### config.mk
export PLATFORM = sky130hd
export DESIGN_NAME = sct_cell
export DESIGN_NICKNAME = d
export VERILOG_FILES = /design/src/hdl/sct_pkg.sv /design/src/hdl/sct_cell.sv
export SDC_FILE = /design/constraint.sdc
export NUM_CORES = 1
export LEC_CHECK = 0
export ABC_AREA = 1
export BUFFER_PORTS_ARGS = -buffer_cell sky130_fd_sc_hd__buf_2
export CAP_MARGIN = 25
export CORE_MARGIN = 3
export CORE_UTILIZATION = 41
export DETAILED_ROUTE_END_ITERATION = 8
export HOLD_SLACK_MARGIN = 0.08
export PLACE_DENSITY = 0.79
export SKIP_LAST_GASP = 1
export SLEW_MARGIN = 20
export SYNTH_ARGS = -nofsm -noshare
export SYNTH_HDL_FRONTEND = slang
export SYNTH_SLANG_ARGS = --single-unit
### constraint.sdc
create_clock -name i_clk -period 2.6 [get_ports i_clk]
set_input_delay 0.26 -clock i_clk [delete_from_list [all_inputs] [get_ports i_clk]]
set_output_delay 0.26 -clock i_clk [all_outputs]
set_load 0.05 [all_outputs]
### src/hdl/sct_pkg.sv
`timescale 1ns / 1ps
// ----------------------------------------------------------------------------
// sct_pkg: shared types and constants of the sorted coordinate table
// Entry layout, request codes, result codes and the command bundle that the
// controller broadcasts along the row of cells.
// ----------------------------------------------------------------------------
package sct_pkg;

    localparam int DEPTH    = 64;
    localparam int IDX_W    = $clog2(DEPTH);
    localparam int CNT_W    = $clog2(DEPTH + 1);
    localparam int COORD_W  = 8;
    localparam int TAG_W    = 8;
    localparam int RANK_W   = 6;
    localparam int KEY_W    = 2 * COORD_W;
    localparam int GROUP    = 8;
    localparam int NGRP     = (DEPTH + GROUP - 1) / GROUP;

    localparam logic [TAG_W-1:0] TAG_DOT = 8'h2E;
    localparam logic [TAG_W-1:0] TAG_NL  = 8'h0A;

    typedef enum logic [1:0] {
        OP_INSERT = 2'd0,
        OP_LOOKUP = 2'd1,
        OP_REMOVE = 2'd2,
        OP_RANK   = 2'd3
    } t_op;

    typedef enum logic [2:0] {
        ST_OK       = 3'd0,
        ST_BLANK    = 3'd1,
        ST_DUP      = 3'd2,
        ST_FULL     = 3'd3,
        ST_NOTFOUND = 3'd4
    } t_status;

    typedef struct packed {
        logic [COORD_W-1:0] row;
        logic [COORD_W-1:0] col;
        logic [TAG_W-1:0]   tag;
    } t_entry;

    typedef struct packed {
        logic              cmp_en;
        logic              shift_en;
        logic              do_ins;
        logic              do_rem;
        t_op               op;
        t_entry            ent;
        logic [RANK_W-1:0] rank;
        logic [CNT_W-1:0]  count;
    } t_cell_cmd;

endpackage

### src/hdl/sct_cell.sv
`timescale 1ns / 1ps
// ----------------------------------------------------------------------------
// sct_cell: one slot of the sorted table
// Holds one entry, compares it with the broadcast key and shifts towards
// either neighbour on insert or remove.
// ----------------------------------------------------------------------------
module sct_cell (
    input  logic                      i_clk,
    input  sct_pkg::t_cell_cmd        i_cmd,
    input  logic [sct_pkg::IDX_W-1:0] i_index,
    input  sct_pkg::t_entry           i_left_entry,
    input  logic                      i_left_lt,
    input  sct_pkg::t_entry           i_right_entry,
    output sct_pkg::t_entry           o_entry,
    output logic                      o_lt,
    output logic                      o_eq,
    output sct_pkg::t_entry           o_hit
);
    import sct_pkg::*;

    t_entry r_entry;
    logic   r_lt;
    logic   r_eq;
    logic   r_sel;

    logic             w_valid;
    logic [KEY_W-1:0] w_key;
    logic [KEY_W-1:0] w_req_key;
    logic             w_rank_hit;

    assign w_valid    = CNT_W'(i_index) < i_cmd.count;
    assign w_key      = {r_entry.row, r_entry.col};
    assign w_req_key  = {i_cmd.ent.row, i_cmd.ent.col};
    assign w_rank_hit = CNT_W'(i_index) == CNT_W'(i_cmd.rank);

    always_ff @(posedge i_clk) begin
        if (i_cmd.cmp_en) begin
            r_lt <= w_valid && (w_key < w_req_key);
            r_eq <= w_valid && (w_key == w_req_key);
            case (i_cmd.op)
                OP_LOOKUP, OP_REMOVE: r_sel <= w_valid && (w_key == w_req_key);
                OP_RANK:              r_sel <= w_valid && w_rank_hit;
                default:              r_sel <= 1'b0;
            endcase
        end
        if (i_cmd.shift_en && !r_lt) begin
            // slots at or past the insertion point move one place down on insert, one place up on remove
            if (i_cmd.do_ins) begin
                r_entry <= i_left_lt ? i_cmd.ent : i_left_entry;
            end else if (i_cmd.do_rem) begin
                r_entry <= i_right_entry;
            end
        end
    end

    assign o_entry = r_entry;
    assign o_lt    = r_lt;
    assign o_eq    = r_eq;
    assign o_hit   = r_sel ? r_entry : '0;

endmodule

==> impl_metrics.ini <==
[clock_network]
clockBufferDepth = 2
ctsHoldBuffers = 0
postCtsSetupBuffers = 0
clock_latency_ps = 280
htree_levels = 1
cts_tree = done
clkSlewWorstSetupHoldPaths_ps = 100
cts.sinks = 27
root_buffer = clkbuf_8
cts_buffers = 3
ctsResizeCount = 0

[power_and_ir_drop]
p_leak_nw = 1.85
powerDensity_mw_per_mm2 = 408
peakVddDrop_mv = 0.246

[routing]
postRouteAntennaNets = 0
wl_per_cell_um = 11.8
post-route-drc-count = 0
routed_via_density = 4.61
wirelength_mm = 6.37
dr.pass1.iters = 4
drt_iter0_drc = 49
vias = 2478

[final_layout]
layout_commonest_cell = buf_2
layout.cells.most_common_list = buf_2, nand2_1, inv_1
syn2layout_area_growth_pct = 36.6
final_util_pct = 59.1
drive_gt1_share_pct = 35.0
fin_cells = 538
layout.nets = 591
diodes = 0

[yosys]
ys_warn_count = 0
syn_nets = 448
synth_top_area_share_pct = 35.8
netlist_top_cells_area = edfxtp_1, nand2_1, ha_1
syn_inst = 326
yosysSeqAreaShare_pct = 35.8
syn_area_mm2 = 0.00226
yosysTopAreaCell = edfxtp_1
synth_seq_cells = 27
yosysUniqueCellTypes = 20
syn_avg_cell_area_um2 = 6.95

[die]
die_width_um = 80.3
fp.dieH_um = 80.3
pin_count = 149
floorplan.initialDensity_pct = 43.2
rows = 26
dieArea_mm2 = 0.00645
core-area_mm2 = 0.00524

[sta]
slew_headroom_pct = 42.3
finalCritPeriodShare_pct = 74.8
fin_tns_setup_ps = 0
finClkSkew_ps = 7.96
rsz0062_at_grt = no
drv_slew = 0
setup_viol = 0
clock.fmax_mhz = 514
worst_pin_slew_ps = 865
period_minus_slack_ps = 1950
finalHoldViolCount = 0
whs_ps = 220

[global_routing]
grtUsageTotal_pct = 19.6
met3_usage_pct = 2.80
gr-max-usage-layer = met2
grtUsageMet2_pct = 35.9
grt_pass1_vias = 2295
grt_pass1_wl_mm = 9.94
gr-usage-met1_pct = 23.9
overflow = 0
antenna_found_initial = 0
grt_max_degree = 49

[hold_path]
hold_class = input pin to flop
worst_hold_path.endpoint = o_eq$_DFFE_PP_
hold_start = i_cmd[42]
hold_path_depth = 1

[critical_path]
r2r_start = o_entry[19]$_DFFE_PP_
rr_endpoint = r_sel$_DFFE_PP_
critPathRequiredTime_ps = 2340
critPathLaunchType = flop
rrSetupSlack_ps = 1060
worstSetupEndpointType = output port
cp.arrival_ps = 1690
critical_path_class = flop to output port
crit_path_max_fanout = 24
reg2regPathDepth = 7

[placement]
place_inst = 534
place_hpwl_mm = 5.19
port_buffers = 148
gp_congestion = 0.775

[outcome]
status = finished, final reports clean

[run]
drv_cap = 0
## worst max-delay path by stage
stage	slack, ps	endpoint	start	cells after the start
4_1_cts	620	o_hit[15]	r_sel$_DFFE_PP_	3
3_5_place_dp	940	o_hit[15]	r_sel$_DFFE_PP_	3
5_1_grt	520	o_hit[4]	r_sel$_DFFE_PP_	3
2_1_floorplan	470	o_entry[0]$_DFFE_PP_	o_lt$_DFFE_PP_	1
6_report	650	o_hit[15]	r_sel$_DFFE_PP_	3
3_3_place_gp	1020	o_hit[23]	r_sel$_DFFE_PP_	3
## synthesized netlist by cell type, drive strengths merged
library cell and n:
o21a 1, nand3 2, and2 1, ha 23, a21oi 13, clkbuf 2, o21ai 4, nor2 38
nor3 1, edfxtp 27, nand4 1, buf 10, inv 67, nand2 112, a31oi 24
## state kept, by name, indices dropped and copies added, names as in the netlist
| name | count |
|---|---|
| r_sel | 1 |
| o_eq | 1 |
| o_lt | 1 |
| o_entry | 24 |
## where the power goes
part	internal [mW]	switching (mW)	leakage, nW
clock network	0.109	0.145	0.0217
logic	0.154	0.318	1.57
registers	0.515	0.0225	0.252
total	0.778	0.486	1.85
## metrics by stage
stage          setup WS (ps)  total power, mW  cell area [um^2]
3_3_place_gp            1020             1.01              3050
5_1_grt                  525             1.34              3090
6_report                 655             1.26              3090
3_5_place_dp             942             1.02              3050
4_1_cts                  625             1.28              3090
2_1_floorplan            474            0.864              2260
## routing by layer
metal | wire length [um] | up-vias
met5 | 0 | -
met4 | 81 | 0
met3 | 416 | 8
met2 | 3240 | 94
met1 | 2630 | 1070
li1 | - | 1306
## layout make-up
class / count / area [um^2]
Inverter: 67 / 251
Clock buffer: 3 / 41.3
Fill cell: 491 / 2140
Clock inverter: 1 / 7.51
Sequential cell: 27 / 811
Multi-Input combinational cell: 220 / 1140
Tap cell: 70 / 87.6
Timing Repair Buffer: 150 / 756
## cell families (layout without fill, tap and decap cells)
logic type	count (synthesis)	count (layout)	synth area share, %
buffers and inverters	79	221	14.0
flip-flops	27	27	35.8
adder cells (fa/ha/maj)	23	23	12.7
AO/OA/AOI/OAI	42	42	11.0
AND/OR/NAND/NOR	155	155	26.5
## critical path: stages, from the launching register on
cell and delay, ps:
edfxtp_1 930, nand2_1 140, inv_1 90, buf_2 260
No activity file was read; power rests on OpenSTA's default activity.
