### src/hdl/sct_pkg.sv
`timescale 1ns / 1ps
// ----------------------------------------------------------------------------
// sct_pkg: shared types and constants of the sorted coordinate table
// Entry layout, request codes, result codes and the command bundle that the
// controller broadcasts along the row of cells.
// ----------------------------------------------------------------------------
package sct_pkg;

    localparam int DEPTH    = 64;
    localparam int IDX_W    = $clog2(DEPTH);
    localparam int CNT_W    = $clog2(DEPTH + 1);
    localparam int COORD_W  = 8;
    localparam int TAG_W    = 8;
    localparam int RANK_W   = 6;
    localparam int KEY_W    = 2 * COORD_W;
    localparam int GROUP    = 8;
    localparam int NGRP     = (DEPTH + GROUP - 1) / GROUP;

    localparam logic [TAG_W-1:0] TAG_DOT = 8'h2E;
    localparam logic [TAG_W-1:0] TAG_NL  = 8'h0A;

    typedef enum logic [1:0] {
        OP_INSERT = 2'd0,
        OP_LOOKUP = 2'd1,
        OP_REMOVE = 2'd2,
        OP_RANK   = 2'd3
    } t_op;

    typedef enum logic [2:0] {
        ST_OK       = 3'd0,
        ST_BLANK    = 3'd1,
        ST_DUP      = 3'd2,
        ST_FULL     = 3'd3,
        ST_NOTFOUND = 3'd4
    } t_status;

    typedef struct packed {
        logic [COORD_W-1:0] row;
        logic [COORD_W-1:0] col;
        logic [TAG_W-1:0]   tag;
    } t_entry;

    typedef struct packed {
        logic              cmp_en;
        logic              shift_en;
        logic              do_ins;
        logic              do_rem;
        t_op               op;
        t_entry            ent;
        logic [RANK_W-1:0] rank;
        logic [CNT_W-1:0]  count;
    } t_cell_cmd;

endpackage

### src/hdl/sct_reduce.sv
`timescale 1ns / 1ps
// ----------------------------------------------------------------------------
// sct_reduce: OR tree over the selected slots
// First level registered per group of slots, second level combined for the
// output register of the controller.
// ----------------------------------------------------------------------------
module sct_reduce (
    input  logic            i_clk,
    input  logic            i_en,
    input  sct_pkg::t_entry i_hit [sct_pkg::DEPTH],
    output sct_pkg::t_entry o_hit
);
    import sct_pkg::*;

    t_entry w_leaf [NGRP][GROUP];
    t_entry n_grp  [NGRP];
    t_entry r_grp  [NGRP];

    for (genvar g = 0; g < NGRP; g++) begin : g_grp
        for (genvar j = 0; j < GROUP; j++) begin : g_leaf
            if (g * GROUP + j < DEPTH) begin : g_used
                assign w_leaf[g][j] = i_hit[g * GROUP + j];
            end else begin : g_pad
                assign w_leaf[g][j] = '0;
            end
        end
    end

    always_comb begin
        for (int g = 0; g < NGRP; g++) begin
            n_grp[g] = '0;
            for (int j = 0; j < GROUP; j++) begin
                n_grp[g] = n_grp[g] | w_leaf[g][j];
            end
        end
    end

    always_ff @(posedge i_clk) begin
        if (i_en) begin
            r_grp <= n_grp;
        end
    end

    always_comb begin
        o_hit = '0;
        for (int g = 0; g < NGRP; g++) begin
            o_hit = o_hit | r_grp[g];
        end
    end

endmodule

### config.mk
export PLATFORM = sky130hd
export DESIGN_NAME = sct_reduce
export DESIGN_NICKNAME = d
export VERILOG_FILES = /design/src/hdl/sct_pkg.sv /design/src/hdl/sct_reduce.sv
export SDC_FILE = /design/constraint.sdc
export NUM_CORES = 1
export LEC_CHECK = 0
export BUFFER_PORTS_ARGS = -buffer_cell sky130_fd_sc_hd__buf_2
export CORE_AREA = 2 2 602 604
export CTS_BUF_LIST = sky130_fd_sc_hd__clkbuf_8
export CTS_CLUSTER_DIAMETER = 40
export DETAILED_ROUTE_END_ITERATION = 8
export DIE_AREA = 0 0 604 606
export PLACE_DENSITY_LB_ADDON = 0.3
export SKIP_LAST_GASP = 1
export SYNTH_ARGS = -nofsm -noshare
export SYNTH_HDL_FRONTEND = slang
export SYNTH_SLANG_ARGS = --single-unit
### constraint.sdc
create_clock -name i_clk -period 1.3 [get_ports i_clk]
set_input_delay 0.065 -clock i_clk [delete_from_list [all_inputs] [get_ports i_clk]]
set_output_delay 0.065 -clock i_clk [all_outputs]
set_load 0.05 [all_outputs]
==> flow_metrics.py, run 1 <==
metrics = {
    "logic_synthesis": {
        "synth_area_leaders": "edfxtp_1 62%, nor4_1 29%, nand2_1 8.7%",
        "ys_types": 3,
        "synth-seq-cells": 192,
        "avgSynthCellArea_um2": 11.05,
        "seq_area_frac_synth": 0.6214,
        "netlist_area_um2": 9279,
        "synth_top_cell_area_share": 0.6214,
        "synth_fp_nets": 2378,
        "syn_inst": 840,
        "ys_warn_count": 0,
        "synth_top_area_cell": "edfxtp_1",
    },
    "layout": {
        "regMostFlops": "r_grp",
        "largest_reg_flops": 192,
        "utilization": 0.09779,
        "reg_top3": "r_grp (192)",
        "drive_gt1_frac": 0.5249,
        "area_delta_synth_final_pct": 279.7,
        "fin_nets": 5045,
        "stdcell_count": 8375,
        "num-fill-cells": 41630,
    },
    "grt": {
        "grt_overflow_total": 0,
        "grt_pass1_wl_um": 206200,
        "grt_max_degree": 25,
        "first_global_vias": 19590,
        "antenna_found_initial": 207,
        "track_usage": 0.08924,
    },
    "die": {
        "die_w_um": 604,
        "die_area_um2": 366000,
        "io_pins": 1562,
        "die_h_um": 606,
        "start_util": 0.02575,
        "placementRows": 221,
        "coreArea_um2": 360300,
    },
    "route": {
        "wl_per_cell_um": 20.78,
        "dr.pass1.iters": 5,
        "drc": 0,
        "vias_per_cell": 2.376,
        "ant_nets": 0,
        "dr.first_iter.drc_count": 1148,
        "drt_wl_total_um": 174000,
        "vias": 19900,
    },
    "run_status": {
        "status": "finished, violations left",
        "violations": "negative setup slack",
    },
    "setup_path": {
        "critPathMaxFanout": 1,
        "cp-end-kind": "output pin",
        "cp-startpoint": "r_grp[110]$_DFFE_PP_",
        "worst_ep_required_time_ps": 1240,
        "arrival_ps": 1960,
        "crit_type": "reg2out",
        "cp-start-kind": "flop",
        "crit_end": "o_hit[14]",
    },
    "clock_network": {
        "cts_tree": "yes",
        "cts.path.max_buffers": 3,
        "cts_root_buffer": "clkbuf_8",
        "cts_max_level": 4,
        "cts_made_buffers": 21,
        "post-cts-setup-buffer-count": 0,
        "clock_sinks": 192,
        "path_clk_slew_ps": 180,
    },
    "place": {
        "dp_hpwl_um": 153000,
        "place_congestion": 0.9346,
        "place_inst": 7354,
        "portBuffers": 1561,
    },
    "flow_run": {
        "cap_violations": 0,
    },
    "min_path": {
        "hp-class": "in2reg",
    },
    "timing": {
        "maxSlewHeadroom": 0.4411,
        "final_hold_viol_count": 0,
        "rsz0062_at_grt": "true",
        "post-route-period-util": 1.561,
        "max_freq_mhz": 492.9,
        "maxSlewViolCount": 0,
        "setup_tns_ps": -14490,
        "max_slew.worst_pin.slew_ps": 830.7,
        "fin_ws_ps": -728.8,
        "finalCriticalPeriod_ps": 2029,
        "setup_viol": 60,
    },
    "power_and_ir_drop": {
        "power.density_nw_per_um2": 521.6,
        "power.leakage_nw": 14.23,
        "vdd_drop_max_v": 0.0004007,
        "total_power_mw": 18.38,
    },
}
[worst max-delay path: stages, from the launching register on]
cell and delay [ps]:
edfxtp_1 440, nor4_4 340, buf_4 180, nand2_4 70, buf_12 180
[metal layers]
layer  routed length [um]  vias up  track usage
met5                  888        -            0
met2                84820     1272       0.1565
met4                 7073      126      0.03096
met3                18570      471      0.03843
met1                62690     9026      0.09506
li1                     -     9007            -
[metrics by stage]
stage,instance area (um^2),hold WS [ps],setup WS (ps)
final,35230,158.0,-728.8
after global routing,35150,59.98,-934.4
after CTS,34370,0.2946,-997.5
after detailed placement,24680,330.5,-639.3
after global placement,24680,330.7,-609.6
after floorplan,9279,177.5,309.6
[worst min path at each step]
stage	from	end	slack, ps	cells after the start
floorplan	i_en	r_grp[0]$_DFFE_PP_	180	0
global placement	i_hit[80]	r_grp[8]$_DFFE_PP_	330	3
detailed placement	i_hit[12]	r_grp[12]$_DFFE_PP_	330	3
CTS	i_hit[265]	r_grp[25]$_DFFE_PP_	0.3	4
global route	i_hit[313]	r_grp[25]$_DFFE_PP_	60	4
finish	i_hit[313]	r_grp[25]$_DFFE_PP_	160	4
[Yosys cell counts]
cell / count
nand2_1: 216
nor4_1: 432
edfxtp_1: 192
[final cells by class]
type / count / area (um^2) / area share
repair buffers: 2644 / 18700 / 0.5307
well taps: 4794 / 5998 / 0.1702
flip-flops and latches: 192 / 5766 / 0.1636
multi-input cells: 648 / 4173 / 0.1184
clock buffers: 21 / 289.0 / 0.008203
diodes: 64 / 160.2 / 0.004546
clock inverters: 12 / 148.9 / 0.004226
[logic make-up (layout without fill, tap and decap cells)]
logic type             Yosys count  count (layout)  synth area share
and+or+nand+nor                648             648            0.3786
DFF                            192             192            0.6214
buffers and inverters            0            2677                 0
other                            0              64                 0
[layout by cell type, fill, tap and decap left out, types with 15 or more instances in the layout]
master	netlist	routed
clkbuf_8	0	21
edfxtp_1	192	192
nor4_2	0	61
nor4_1	432	357
dlygate4sd3_1	0	924
diode_2	0	64
nand2_1	216	197
nand2_2	0	15
buf_4	0	141
buf_12	0	22
buf_2	0	1536
[power breakdown]
group / switching [mW] / leakage [nW] / internal [mW]
sequential: 0.218 / 1.94 / 7.12
clock: 3.57 / 0.212 / 2.02
combinational: 1.96 / 12.1 / 3.50
total: 5.74 / 14.2 / 12.6
[what timing repair did]
| item | in CTS | in global routing |
|---|---|---|
| pin swaps | 19 | 16 |
| hold buffers | 884 | 60 |
| resized for setup | 91 | 55 |
| setup endpoints to repair | 24 | 55 |
| hold endpoints to repair | 371 | 17 |
Note: power is estimated with default switching activity, not from simulation.
==> inputs of run 2 (changes only) <==
==> constraint.sdc (replaced) <==
create_clock -name i_clk -period 2.42 [get_ports i_clk]
set_input_delay 0.121 -clock i_clk [delete_from_list [all_inputs] [get_ports i_clk]]
set_output_delay 0.121 -clock i_clk [all_outputs]
set_load 0.05 [all_outputs]
==> run 2 against run 1 <==
- the run now ends clean
- critical path depth fell by 1
- non-clock buffer count decreased by 459
- largest power group unchanged
- power decreased by 50%
- via count decreased by 9.8%
- combinational power shrank 61%
- first-iteration DRC count decreased by 34%
- utilization decreased by 1.5 points
- highest routed layer unchanged
- cell count fell by 5.7%
- die area stayed put
- worst setup slack gained 1000 ps
- final area decreased by 15%
- sequential power down 47%
==> flow_metrics.py, run 2 (same netlist as run 1, synthesis figures left out) <==
metrics = {
    "run_status": {
        "status": "finished, final reports clean",
    },
    "place": {
        "portBuffers": 1561,
        "place_ws_ps": 498.0,
        "dp_hpwl_um": 152100,
        "place_inst": 7255,
        "place_congestion": 0.9433,
    },
    "route": {
        "wl_per_cell_um": 21.38,
        "drc": 0,
        "dr.first_iter.drc_count": 761,
        "dr.pass1.iters": 5,
        "vias_per_cell": 2.273,
        "drt_wl_total_um": 168800,
        "ant_nets": 0,
        "vias": 17950,
    },
    "setup_path": {
        "cp_cell_sequence": "nor4_4 > nand2_2 > buf_6",
        "worstSetupPathDepth": 3,
        "slowest_stage": "nor4_4",
        "arrival_ps": 2020,
        "crit_type": "reg2out",
        "critPathMaxFanout": 1,
        "cp-startpoint": "r_grp[159]$_DFFE_PP_",
        "max_stage_delay_ps": 530,
        "worst_ep_required_time_ps": 2300,
        "critPathBufInv": 1,
        "path_delay_family": "simple AND/OR/NAND/NOR gates",
        "cp-end-kind": "output pin",
        "cp-start-kind": "flop",
        "crit_end": "o_hit[15]",
    },
    "clock_network": {
        "cts.path.max_buffers": 3,
        "clock_sinks": 192,
        "cts_max_level": 4,
        "path_clk_slew_ps": 140,
        "cts_root_buffer": "clkbuf_8",
        "cts_made_buffers": 21,
        "cts_tree": "yes",
        "post-cts-setup-buffer-count": 0,
    },
    "layout": {
        "final_common_cell": "buf_2",
        "drive_gt1_frac": 0.5486,
        "reg_top3": "r_grp (192)",
        "multi_input_area_um2": 3710,
        "num-fill-cells": 42190,
        "fin_nets": 4586,
        "area_delta_synth_final_pct": 223.3,
        "stdcell_count": 7898,
        "seqCellArea_um2": 5766,
        "largest_reg_flops": 192,
        "regMostFlops": "r_grp",
        "mostFrequentLayoutCells": "1558 x buf_2, 564 x dlygate4sd3_1, 408 x nor4_1",
    },
    "timing": {
        "setup_viol": 0,
        "rsz0062_at_grt": "true",
        "maxSlewViolCount": 0,
        "maxSlewHeadroom": 0.3770,
        "final_hold_viol_count": 0,
        "max_freq_mhz": 466.3,
        "max_slew.worst_pin.slew_ps": 926.0,
        "fin_ws_ps": 275.4,
        "post-route-period-util": 0.8862,
        "finalCriticalPeriod_ps": 2145,
    },
    "min_path": {
        "worstHoldStart": "i_hit[658]",
        "hp-class": "in2reg",
    },
    "power_and_ir_drop": {
        "pwr-share-clk": 0.345,
        "p_sw_mw": 2.943,
        "p_int_mw": 6.311,
        "power.density_nw_per_um2": 308.5,
        "combPwrFrac": 0.231,
        "vdd_drop_max_v": 0.0002901,
        "swShare": 0.3181,
        "power.leakage_nw": 11.14,
        "sequentialPowerShare": 0.424,
    },
    "die": {
        "io_pins": 1562,
        "die_area_um2": 366000,
        "die_h_um": 606,
        "start_util": 0.02575,
        "coreArea_um2": 360300,
        "placementRows": 221,
        "die_w_um": 604,
    },
    "grt": {
        "grt_pass1_wl_um": 198100,
        "first_global_vias": 17440,
        "grt_overflow_total": 0,
        "grt_max_degree": 43,
        "track_usage": 0.08730,
        "antenna_found_initial": 208,
    },
    "flow_run": {
        "cap_violations": 0,
    },
}
-- run 2: changes by cell type in the layout (fill, tap and decap cells not counted), moves of 2 or more --
cell | previous run | this run
nand2_4 | 4 | 0
buf_6 | 14 | 1
clkinv_4 | 3 | 1
dlygate4sd3_1 | 924 | 564
buf_2 | 1536 | 1558
buf_8 | 7 | 1
buf_12 | 22 | 3
nor4_1 | 357 | 408
nor4_2 | 61 | 19
nand2_2 | 15 | 1
buf_4 | 141 | 58
nor4_4 | 14 | 5
diode_2 | 64 | 47
nand2_1 | 197 | 215
-- run 2: per-stage QoR --
| stage | power (mW) | hold WS (ps) | cell area (um^2) | TNS (ps) | utilization |
|---|---|---|---|---|---|
| 6_report | 9.254 | 54.45 | 30000 | 0 | 0.08326 |
| 5_1_grt | 9.984 | 32.97 | 29940 | -11.25 | 0.08309 |
| 4_1_cts | 9.880 | 0.5875 | 29880 | -123.9 | 0.08292 |
| 3_5_place_dp | 5.777 | 385.6 | 23710 | 0 | 0.06581 |
| 3_3_place_gp | 5.779 | 386.2 | 23710 | 0 | 0.06581 |
| 2_1_floorplan | 4.066 | 233.5 | 9279 | 0 | - |
-- run 2: metal layers --
layer	GRT usage	wire length [um]	vias up
li1	-	-	8061
met1	0.09139	60730	8095
met2	0.1542	82570	1219
met3	0.04319	19190	456
met4	0.02296	5529	120
met5	0	812	-
-- run 2: how the worst min path moves through the flow --
stage | cells after the start | slack, ps | to
floorplan | 0 | 230 | r_grp[0]$_DFFE_PP_
global placement | 3 | 390 | r_grp[4]$_DFFE_PP_
detailed placement | 3 | 390 | r_grp[75]$_DFFE_PP_
CTS | 3 | 0.6 | r_grp[47]$_DFFE_PP_
global route | 3 | 30 | r_grp[82]$_DFFE_PP_
finish | 3 | 50 | r_grp[82]$_DFFE_PP_
-- run 2: cell type report --
cell class | instances | area share
Tap cell | 4794 | 0.2000
Antenna cell | 47 | 0.003921
Timing Repair Buffer | 2185 | 0.4655
Clock inverter | 11 | 0.005089
Sequential cell | 192 | 0.1922
Clock buffer | 21 | 0.009635
Multi-Input combinational cell | 648 | 0.1237
-- run 2: power groups by stage --
stage | registers (mW) | logic [mW] | clock network, mW
after global placement | 4.00 | 1.77 | 0
after detailed placement | 4.00 | 1.78 | 0
final | 3.92 | 2.14 | 3.19
after CTS | 3.94 | 2.17 | 3.77
after floorplan | 3.93 | 0.139 | 0
after global routing | 3.95 | 2.32 | 3.72
-- run 2: repair_timing --
| action | in CTS | in global routing |
|---|---|---|
| hold buffers | 564 | 0 |
| pin swaps | 3 | 2 |
| resized for setup | 12 | 1 |
| setup endpoints to repair | 7 | 1 |
| hold endpoints to repair | 234 | 0 |
==> inputs of run 3 (changes only) <==
--- a/config.mk
+++ b/config.mk
@@ -12,6 +12,7 @@
 export DETAILED_ROUTE_END_ITERATION = 8
 export DIE_AREA = 0 0 604 606
 export PLACE_DENSITY_LB_ADDON = 0.3
+export RECOVER_POWER = 50
 export SKIP_LAST_GASP = 1
 export SYNTH_ARGS = -nofsm -noshare
 export SYNTH_HDL_FRONTEND = slang
==> run 3 against run 2 <==
- the run now ends with max-capacitance violations, max-slew violations left
- worst setup slack lost 110 ps
- wire length is essentially flat
- global-route usage is the same
- utilization is essentially flat
- sequential cell count is the same
- via count is essentially flat
- combinational power is essentially flat
- largest cell class unchanged
==> flow_metrics.py, run 3 (same netlist as run 1, synthesis figures left out) <==
metrics = {
    "die": {
        "io_pins": 1562,
        "die_area_um2": 366000,
        "die_w_um": 604,
        "coreArea_um2": 360300,
        "die_h_um": 606,
        "start_util": 0.02575,
        "placementRows": 221,
    },
    "grt": {
        "track_usage": 0.08730,
        "grt_overflow_total": 0,
        "grt_max_degree": 43,
        "grt_pass1_wl_um": 198100,
        "first_global_vias": 17440,
        "antenna_found_initial": 208,
    },
    "layout": {
        "mostFrequentLayoutCells": "1559 x buf_2, 564 x dlygate4sd3_1, 408 x nor4_1",
        "largest_reg_flops": 192,
        "regMostFlops": "r_grp",
        "reg_top3": "r_grp (192)",
        "fin_nets": 4586,
        "area_delta_synth_final_pct": 223.1,
        "num-fill-cells": 42200,
        "utilization": 0.08320,
        "stdcell_count": 7901,
        "drive_gt1_frac": 0.5476,
        "final_common_cell": "buf_2",
    },
    "clock_network": {
        "cts_root_buffer": "clkbuf_8",
        "cts_made_buffers": 21,
        "cts_tree": "yes",
        "cts_max_level": 4,
        "clock_sinks": 192,
        "cts.path.max_buffers": 3,
        "path_clk_slew_ps": 140,
    },
    "place": {
        "place_ws_ps": 498.0,
        "place_inst": 7255,
        "place_congestion": 0.9433,
        "portBuffers": 1561,
        "dp_hpwl_um": 152100,
    },
    "min_path": {
        "worstHoldStart": "i_hit[658]",
        "hp-class": "in2reg",
        "min_path_cells": 3,
        "whs_endpoint": "r_grp[82]$_DFFE_PP_",
    },
    "power_and_ir_drop": {
        "swShare": 0.3185,
        "combPwrFrac": 0.231,
        "p_sw_mw": 2.949,
        "total_power_mw": 9.257,
        "p_int_mw": 6.308,
        "power.density_nw_per_um2": 308.8,
        "sequentialPowerShare": 0.424,
        "pwr-share-clk": 0.345,
        "power.leakage_nw": 11.12,
        "vdd_drop_max_v": 0.0002900,
    },
    "route": {
        "drc": 0,
        "ant_nets": 0,
        "drt_wl_total_um": 168800,
        "wl_per_cell_um": 21.37,
        "vias_per_cell": 2.270,
        "dr.first_iter.drc_count": 740,
        "vias": 17940,
        "dr.pass1.iters": 5,
    },
    "timing": {
        "maxSlewHeadroom": -0.2027,
        "rsz0062_at_grt": "true",
        "fin_ws_ps": 169.9,
        "finalCriticalPeriod_ps": 2250,
        "max_freq_mhz": 444.4,
        "setup_tns_ps": 0,
        "post-route-period-util": 0.9298,
        "final_hold_viol_count": 0,
        "max_slew.worst_pin.slew_ps": 1804,
        "setup_viol": 0,
        "maxSlewViolCount": 31,
    },
    "setup_path": {
        "worst_ep_required_time_ps": 2300,
        "critPathMaxFanout": 1,
        "crit_type": "reg2out",
        "arrival_ps": 2130,
        "cp-end-kind": "output pin",
        "cp-start-kind": "flop",
    },
    "flow_run": {
        "cap_violations": 1,
    },
    "run_status": {
        "status": "finished, violations left",
        "violations": "max-capacitance violations, max-slew violations",
    },
}
-- run 3: cell count changes in the layout (fill, tap and decap cells not counted), sizes merged --
cell	before	now
diode	47	50
buf	1621	1615
clkbuf	21	27
-- run 3: worst max-delay path: stages, from the launching register on --
cell	delay, ps
edfxtp_1	430
nor4_4	620
nand2_2	160
buf_6	190
-- run 3: metal layers --
layer	global-route usage	wire, um
met4	0.02296	5576
met5	0	812
met2	0.1542	82570
met3	0.04319	19400
met1	0.09139	60450
-- run 3: final cells by class --
class                   instances  area (um^2)  area share
repair buffers               2185        13940      0.4649
clock buffers                  21        289.0    0.009642
well taps                    4794         5998      0.2001
flip-flops and latches        192         5766      0.1923
multi-input cells             648         3710      0.1238
clock inverters                11        152.6    0.005092
diodes                         50        125.1    0.004174
-- run 3: how the worst max path moves through the flow --
stage	startpoint	to	slack, ps	depth (start not counted)
floorplan	r_grp[144]$_DFFE_PP_	o_hit[0]	1370	2
global placement	r_grp[135]$_DFFE_PP_	o_hit[15]	490	3
detailed placement	r_grp[135]$_DFFE_PP_	o_hit[15]	500	3
CTS	r_grp[111]$_DFFE_PP_	o_hit[15]	-120	3
global route	r_grp[159]$_DFFE_PP_	o_hit[15]	-10	3
finish	r_grp[159]$_DFFE_PP_	o_hit[15]	170	3
-- run 3: power by group through the flow --
stage | combinational [mW] | sequential (mW) | clock, mW
after floorplan | 0.139 | 3.93 | 0
after global placement | 1.77 | 4.00 | 0
after detailed placement | 1.78 | 4.00 | 0
after CTS | 2.17 | 3.94 | 3.77
after global routing | 2.31 | 3.95 | 3.72
final | 2.13 | 3.93 | 3.20
-- run 3: through the flow --
stage | hold slack, ps | area [um^2]
2_1_floorplan | 233.5 | 9279
3_3_place_gp | 386.2 | 23710
3_5_place_dp | 385.6 | 23710
4_1_cts | 0.5875 | 29880
5_1_grt | 32.97 | 29910
6_report | 55.01 | 29980
-- run 3: timing repair --
item,in CTS,in global routing
endpoints found under the setup margin,7,1
gates resized for setup,12,1
endpoints found under the hold margin,234,0
buffers inserted,0,0
pin swaps,3,2
hold buffers,564,0
